### config.mk
export PLATFORM = sky130hd
export DESIGN_NAME = three_term_recurrence_checksum_core
export DESIGN_NICKNAME = d
export VERILOG_FILES = /design/src/hdl/ttrc_pkg.sv /design/src/hdl/three_term_recurrence_checksum_core.sv
export SDC_FILE = /design/constraint.sdc
export NUM_CORES = 1
export LEC_CHECK = 0
export ABC_AREA = 1
export BUFFER_PORTS_ARGS = -buffer_cell sky130_fd_sc_hd__buf_2
export CELL_PAD_IN_SITES_DETAIL_PLACEMENT = 1
export CELL_PAD_IN_SITES_GLOBAL_PLACEMENT = 1
export CORE_MARGIN = 3
export CORE_UTILIZATION = 45
export CTS_CLUSTER_DIAMETER = 100
export CTS_CLUSTER_SIZE = 10
export DETAILED_ROUTE_END_ITERATION = 10
export PLACE_DENSITY_LB_ADDON = 0.1
export SLEW_MARGIN = 0
export SYNTH_ARGS = -nofsm -noshare
export SYNTH_HDL_FRONTEND = slang
export SYNTH_SLANG_ARGS = --single-unit
### constraint.sdc
create_clock -name i_clk -period 16.6 [get_ports i_clk]
set_input_delay 0 -clock i_clk [delete_from_list [all_inputs] [get_ports i_clk]]
set_output_delay 0 -clock i_clk [all_outputs]
set_load 0.02 [all_outputs]
### src/hdl/ttrc_pkg.sv
// constants and types for the three-term recurrence checksum
package ttrc_pkg;

    localparam int unsigned TermW      = 16;
    localparam int unsigned ByteW      = 8;
    localparam int unsigned CoefAW     = ByteW + 1;
    localparam int unsigned ProdAW     = CoefAW + TermW;
    localparam int unsigned ProdBW     = ByteW + TermW;
    localparam int unsigned SumW       = ProdAW + 1;
    localparam int unsigned FoldW      = TermW + 1;

    localparam logic [TermW-1:0]  ModTerm    = 16'd65535;
    localparam logic [SumW-1:0]   FoldOffset = 26'd16776960;
    localparam logic [TermW-1:0]  FirstAdd   = 16'd7;
    localparam logic [ByteW-1:0]  AlphaMul   = 8'd17;
    localparam logic [ByteW-1:0]  BetaMul    = 8'd31;

    typedef logic [TermW-1:0] t_term;
    typedef logic [ByteW-1:0] t_byte;

endpackage

### src/hdl/three_term_recurrence_checksum_core.sv
// three-term recurrence checksum core, one message byte per item
// Takes one message byte per cycle, back to back, as long as results are taken. Each accepted
// item is held in an input register; from there two small multiplies, a subtract and a
// mod-65535 fold update the two running terms; the item flagged last loads the result register
// with the final term and clears the running state for the next message. Checksum valid is
// registered behind the input register; the two-term feedback holds no register inside its
// loop, so throughput is one item per cycle as long as results are taken.
module three_term_recurrence_checksum_core
    import ttrc_pkg::*;
(
    input  logic        i_clk,
    input  logic        i_rst_n,
    input  logic        i_valid,
    output logic        o_ready,
    input  logic [7:0]  i_data_byte,
    input  logic        i_last,
    output logic        o_valid,
    input  logic        i_ready,
    output logic [15:0] o_checksum
);

    logic           r_in_valid;
    t_byte          r_data;
    logic           r_last;

    t_term          r_prev;
    t_term          r_cur;
    t_byte          r_idx;
    logic           r_start;

    logic           r_out_valid;
    t_term          r_checksum;

    logic           adv;
    t_byte          alpha;
    t_byte          beta;
    logic [CoefAW-1:0] coef_a;
    logic [ProdAW-1:0] prod_a;
    logic [ProdBW-1:0] prod_b;
    logic           neg;
    logic [SumW-1:0]   sum;
    logic [FoldW-1:0]  fold;
    t_term          term;
    t_term          n_cur;

    assign adv     = r_in_valid && (!r_last || !r_out_valid || i_ready);
    assign o_ready = !r_in_valid || adv;

    // recurrence term
    assign alpha  = r_idx * AlphaMul;
    assign beta   = r_idx * BetaMul;
    assign coef_a = {1'b0, r_data} + {1'b0, alpha};
    assign prod_a = ProdAW'(coef_a) * ProdAW'(r_cur);
    assign prod_b = ProdBW'(beta) * ProdBW'(r_prev);
    assign neg    = prod_a < {1'b0, prod_b};
    assign sum    = SumW'(prod_a) + FoldOffset - SumW'(prod_b) + SumW'(neg);
    assign fold   = FoldW'(sum[SumW-1:TermW]) + FoldW'(sum[TermW-1:0]);
    assign term   = (fold >= FoldW'(ModTerm)) ? TermW'(fold - FoldW'(ModTerm))
                                              : TermW'(fold);
    assign n_cur  = r_start ? (TermW'(r_data) + FirstAdd) : term;

    always_ff @(posedge i_clk) begin
        if (!i_rst_n) begin
            r_in_valid  <= 1'b0;
            r_out_valid <= 1'b0;
            r_prev      <= TermW'(1);
            r_cur       <= '0;
            r_idx       <= '0;
            r_start     <= 1'b1;
        end else begin
            if (o_ready) begin
                r_in_valid <= i_valid;
            end
            if (adv && r_last) begin
                r_out_valid <= 1'b1;
            end else if (i_ready) begin
                r_out_valid <= 1'b0;
            end
            if (adv) begin
                if (r_last) begin
                    r_prev  <= TermW'(1);
                    r_cur   <= '0;
                    r_idx   <= '0;
                    r_start <= 1'b1;
                end else begin
                    r_prev  <= r_start ? TermW'(1) : r_cur;
                    r_cur   <= n_cur;
                    r_idx   <= r_idx + ByteW'(1);
                    r_start <= 1'b0;
                end
            end
        end
    end

    always_ff @(posedge i_clk) begin
        if (o_ready && i_valid) begin
            r_data <= i_data_byte;
            r_last <= i_last;
        end
        if (adv && r_last) begin
            r_checksum <= n_cur;
        end
    end

    assign o_valid    = r_out_valid;
    assign o_checksum = r_checksum;

endmodule
==> impl_metrics.ini, run 1 <==
[power_and_ir_drop]
vdd_drop_max_uv = 250
seq_power_share_pct = 7.6
p_sw_share_pct = 64.0
power.density_mw_per_mm2 = 172
clockPowerShare_pct = 7.7
p_sw_uw = 1770
finalPower_uw = 2770
p_int_uw = 999
p_comb_share_pct = 84.7
p_leak_uw = 0.00862

[worst_hold_path]
holdPathStages = 4
hold_start = i_ready
hold_end = r_in_valid
hold_path_class = primary input to flip-flop

[logic_synthesis]
synth_top_family_by_area = adder cells
synth_adder_area_share_pct = 42.1
syn_area_mm2 = 0.0151
yosysTopAreaCell = fa_1
ys_ff_latch = 68
synth_cell_types = 44
seq_area_frac_synth_pct = 10.7
yosys.area_share.simple_pct = 21.7
synth-main-ff-cell = dfxtp_1
synthArstFlopShare_pct = 0
synth-xor-area-share_pct = 4.52
yosys-top-cells-area = fa_1 (27%), ha_1 (16%), inv_1 (12%)
synth_common_cells = inv_1 (487), nand2_1 (463), fa_1 (201), ha_1 (188), nor2_1 (162)
syn-num-nets = 2451
synthesis.instances = 2049
yosysWarnings = 0
avgSynthCellArea_um2 = 7.38
synth.most_common_cell = inv_1
synth_edf_count = 25
synth_compound_area_share_pct = 7.29
synth.top_cell.area_share_pct = 26.6
muxShareOfSynthArea_pct = 0

[critical_path]
crit_slowest_cell = dfxtp_1
r2r-end = r_cur[6]
rr_worst_depth = 76
arrival_ps = 15390
crit_top_cell = nand2_1
critPathLaunch = r_idx[0]
cp-start-kind = flip-flop
path_max_fanout = 23
r2r_slack_ps = 1470
cp_slowest_stage_delay_ps = 930
r2r-start = r_idx[0]
worstSetupEndpointType = flip-flop
path_class = flip-flop to flip-flop
required_ps = 16870

[floorplan]
io_pins = 31
die_area_mm2 = 0.0359
initial_core_util_pct = 46.0
die_w_um = 189
core_area_mm2 = 0.0329
rows = 66
die_y_um = 189

[routing]
drt_first_pass_iters = 5
viasPerCell = 5.18
routedWlPerCell_um = 18.9
wl_um = 47200
postRouteAntennaNets = 0
vias = 12948
drcViolationCount = 0
first_iter_violations = 732

[timing]
relSlewSlack_pct = 30.6
hold_slack_ps = 3.57
clock.fmax_ghz = 0.0661
tightest_slew_ps = 1040
fin_crit_sh_pct = 91.1
post-route-min-period_ps = 15130
slew_violations = 0
rsz0062_at_grt = no
clock_skew_ps = 7.23
setup_tns_ps = 0
finalSetupViolCount = 0
hold_viol = 0

[global_route]
grt_pass1_wl_um = 77300
grt.overflow.total = 0
grt_usage_pct = 27.4
antenna_found_initial = 0
grt_max_degree = 52
grt_pass1_vias = 14142

[clock_tree]
postCtsSetupRepairBufs = 0
cts_resized = 0
cts_root_buf = clkbuf_16
clk_pin_slew_worst_paths_ps = 70
cts_buffer_depth = 2
insertion_delay_ps = 350
numCtsBuffers = 9
postCtsHoldBufs = 11
cts-htree-levels = 3
cts_tree = done
cts.sinks = 68

[placed_design]
finalWeightedCongestion = 0.929
dp.cells = 2472
hpwl_um = 40400
io_buffers = 30

[outcome]
status = complete, no violations

[cells_and_area]
drive_above_1_share_pct = 5.25
syn2layout_area_growth_pct = 6.17
antenna_cells = 0
nets = 2454
nFillCells = 4255
stdcell_count = 2499

[flow_run]
cap_violations = 0
## critical path: cells and delay by family (launching register included)
family          cells  cell delay (ps)
xor+xnor            2              570
flops               1              930
buf+inv            10              730
simple gates       35             4570
compound gates     16             2810
fa+ha+maj          13             5430
## cells in the final DEF, fill, tap and decap left out, drive strengths merged, types with 3 or more instances in the layout
| master | instances |
|---|---|
| inv | 496 |
| nand2 | 476 |
| fa | 201 |
| ha | 188 |
| nor2 | 176 |
| a21oi | 112 |
| nand3 | 66 |
| xor2 | 55 |
| dfxtp | 43 |
| buf | 33 |
| o21ai | 30 |
| edfxtp | 25 |
| xnor2 | 23 |
| nand4 | 21 |
| a211oi | 18 |
| a21boi | 13 |
| nor3 | 12 |
| dlygate4sd3 | 11 |
| or2 | 10 |
| clkbuf | 9 |
| o21bai | 8 |
| and2 | 5 |
| a21o | 5 |
| nand3b | 5 |
| clkinv | 3 |
## per-layer routing
layer	wire length, um	vias to the layer above	track usage [%]
li1	-	6179	-
met1	21700	6492	37.1
met2	22700	226	47.3
met3	1700	51	2.59
met4	1150	0	6.82
met5	0	-	0
## logic make-up after synthesis
logic type	after synthesis
buf+inv	547
flops	68
fa+ha+maj	389
xor+xnor	78
compound gates	191
simple gates	776
## cell type report
type | instances | area [um^2] | area share, %
sequential | 68 | 1610 | 10.0
timing repair buffer | 44 | 283 | 1.76
clock inverter | 7 | 80.1 | 0.499
tap | 442 | 553 | 3.44
inverter | 495 | 1860 | 11.6
multi-input combinational | 1434 | 11500 | 71.3
clock buffer | 9 | 225 | 1.40
## flip-flops by register name (all words and copies together) (netlist names)
| signal | flops |
|---|---|
| r_prev | 16 |
| r_idx | 8 |
| r_last | 1 |
| o_checksum | 16 |
| r_data | 8 |
| r_cur | 16 |
| r_in_valid | 1 |
| r_start | 1 |
| o_valid | 1 |
## power groups by stage
stage	combinational (uW)	clock, uW	sequential, uW
global route	2560	222	211
global placement	2250	0	213
finish	2350	213	209
CTS	2300	216	209
detailed placement	2280	0	213
floorplan	1550	0	204
## worst max-delay path by stage
stage	endpoint	slack, ps	cells past startpoint
after detailed placement	o_checksum[1]	1480	70
after CTS	o_checksum[1]	1460	70
after floorplan	o_checksum[4]	4030	79
after global placement	o_checksum[1]	1940	70
after global routing	r_cur[4]	40	76
final	r_cur[6]	1470	76
## metrics by stage
step,cell area [um^2],setup slack [ps],utilization [%]
after floorplan,15100,4030,-
after global placement,15600,1940,47.6
after global routing,16100,40.0,48.9
final,16100,1470,48.9
after CTS,16100,1460,48.9
after detailed placement,15600,1480,47.6
No activity file was read; power rests on OpenSTA's default activity.
==> run 2: changes to the inputs <==
- CORE_MARGIN: 3 -> 2
==> impl_metrics.ini, run 2 (synthesis gave the netlist of run 1 again) <==
[floorplan]
rows = 67
core_area_mm2 = 0.0333
io_pins = 31
die_y_um = 187
die_w_um = 187
die_area_mm2 = 0.0351
initial_core_util_pct = 45.5

[power_and_ir_drop]
power.density_mw_per_mm2 = 167
p_comb_share_pct = 84.7
p_leak_uw = 0.00863
vdd_drop_max_uv = 263
seq_power_share_pct = 7.9
p_int_uw = 993
p_sw_uw = 1680
clockPowerShare_pct = 7.4
p_sw_share_pct = 62.9

[critical_path]
path_depth = 82
arrival_ps = 15040
cp_top_family = adder cells
crit_slowest_cell = ha_1
cp_slowest_stage_delay_ps = 620
r2r-start = r_idx[0]
rr_worst_depth = 82
required_ps = 16860
cp-endpoint = r_cur[2]
cp-start-kind = flip-flop
r2r_slack_ps = 1820
path_class = flip-flop to flip-flop
path_max_fanout = 18
crit_top_cell = nand2_1
worstSetupEndpointType = flip-flop
critPathBufInv = 10
r2r-end = r_cur[2]
critPathLaunch = r_idx[0]

[timing]
fin_crit_sh_pct = 89.0
clock_skew_ps = 11.8
clock.fmax_ghz = 0.0677
slew_violations = 0
tightest_slew_ps = 1140
hold_slack_ps = 14.6
relSlewSlack_pct = 23.7
rsz0062_at_grt = no
hold_viol = 0
finalSetupViolCount = 0
setup_tns_ps = 0
post-route-min-period_ps = 14780

[cells_and_area]
syn2layout_area_growth_pct = 6.17
final_common_cell = inv_1
nets = 2455
final_cell_mix = inv_1 (487), nand2_1 (463), fa_1 (201)
nFillCells = 4312
antenna_cells = 0
final_util_pct = 48.3
drive_above_1_share_pct = 5.20

[routing]
viasPerCell = 5.14
drcViolationCount = 0
postRouteAntennaNets = 0
vias = 12891
drt_first_pass_iters = 4
routedWlPerCell_um = 18.9
wl_um = 47400
first_iter_violations = 678

[placed_design]
io_buffers = 30
hpwl_um = 39800
finalWeightedCongestion = 0.876

[global_route]
grt_usage_pct = 28.2
grt.overflow.total = 0
grt_pass1_wl_um = 77500
antenna_found_initial = 0
grt_pass1_vias = 14381
grt_max_degree = 52

[clock_tree]
numCtsBuffers = 9
cts_root_buf = clkbuf_16
cts_buffer_depth = 2
insertion_delay_ps = 360
postCtsSetupRepairBufs = 0
cts_tree = done
clk_pin_slew_worst_paths_ps = 70
cts.sinks = 68
cts-htree-levels = 3

[flow_run]
cap_violations = 0

[worst_hold_path]
hold_path_class = primary input to flip-flop

[outcome]
status = complete, no violations
-- run 2: worst reg2reg max path: cells and delay by family (launching register included) --
kind	cells	cell delay [ps]
compound gates	16	2920
buf+inv	10	1030
flops	1	470
simple gates	42	4530
xor+xnor	1	220
fa+ha+maj	13	5480
-- run 2: power groups by stage --
stage	Clock, uW	Sequential [uW]	Combinational, uW
final	198	211	2270
after detailed placement	0	214	2230
after global placement	0	214	2200
after floorplan	0	204	1550
after CTS	200	211	2260
after global routing	205	212	2510
-- run 2: cell type report --
cell class / instances / area (um^2) / area share (%)
Multi-Input combinational cell: 1434 / 11500 / 71.3
Inverter: 495 / 1860 / 11.6
Sequential cell: 68 / 1610 / 10.0
Tap cell: 448 / 561 / 3.49
Timing Repair Buffer: 45 / 290 / 1.81
Clock buffer: 13 / 272 / 1.69
Clock inverter: 3 / 18.8 / 0.117
-- run 2: worst min-delay path by stage --
stage                            end  slack [ps]  depth (start not counted)           start
after CTS                 r_in_valid          20                          4         i_ready
after global routing      r_in_valid          50                          4         i_ready
after floorplan            r_data[0]         100                          0  i_data_byte[0]
after detailed placement   r_data[7]         180                          1  i_data_byte[7]
final                     r_in_valid          10                          4         i_ready
after global placement     r_data[4]         180                          1  i_data_byte[4]
-- run 2: timing repair --
action                     4_1_cts  5_1_grt
gates resized for setup          0        0
setup endpoints to repair        0        0
hold buffers                    11        0
hold endpoints to repair        11        0
-- run 2: layer usage --
metal,GRT usage [%],wire (um)
met3,2.91,1730
met2,49.9,23300
met5,0,0
met1,36.9,21300
met4,6.96,1070
-- run 2: per-stage QoR --
step	area, um^2	std cells	worst slack, ps	total power (uW)
floorplan	15100	2049	4030	1750
global placement	15700	2479	2270	2420
detailed placement	15700	2479	1850	2450
CTS	16100	2506	1800	2670
global route	16100	2506	348	2930
finish	16100	2506	1820	2680
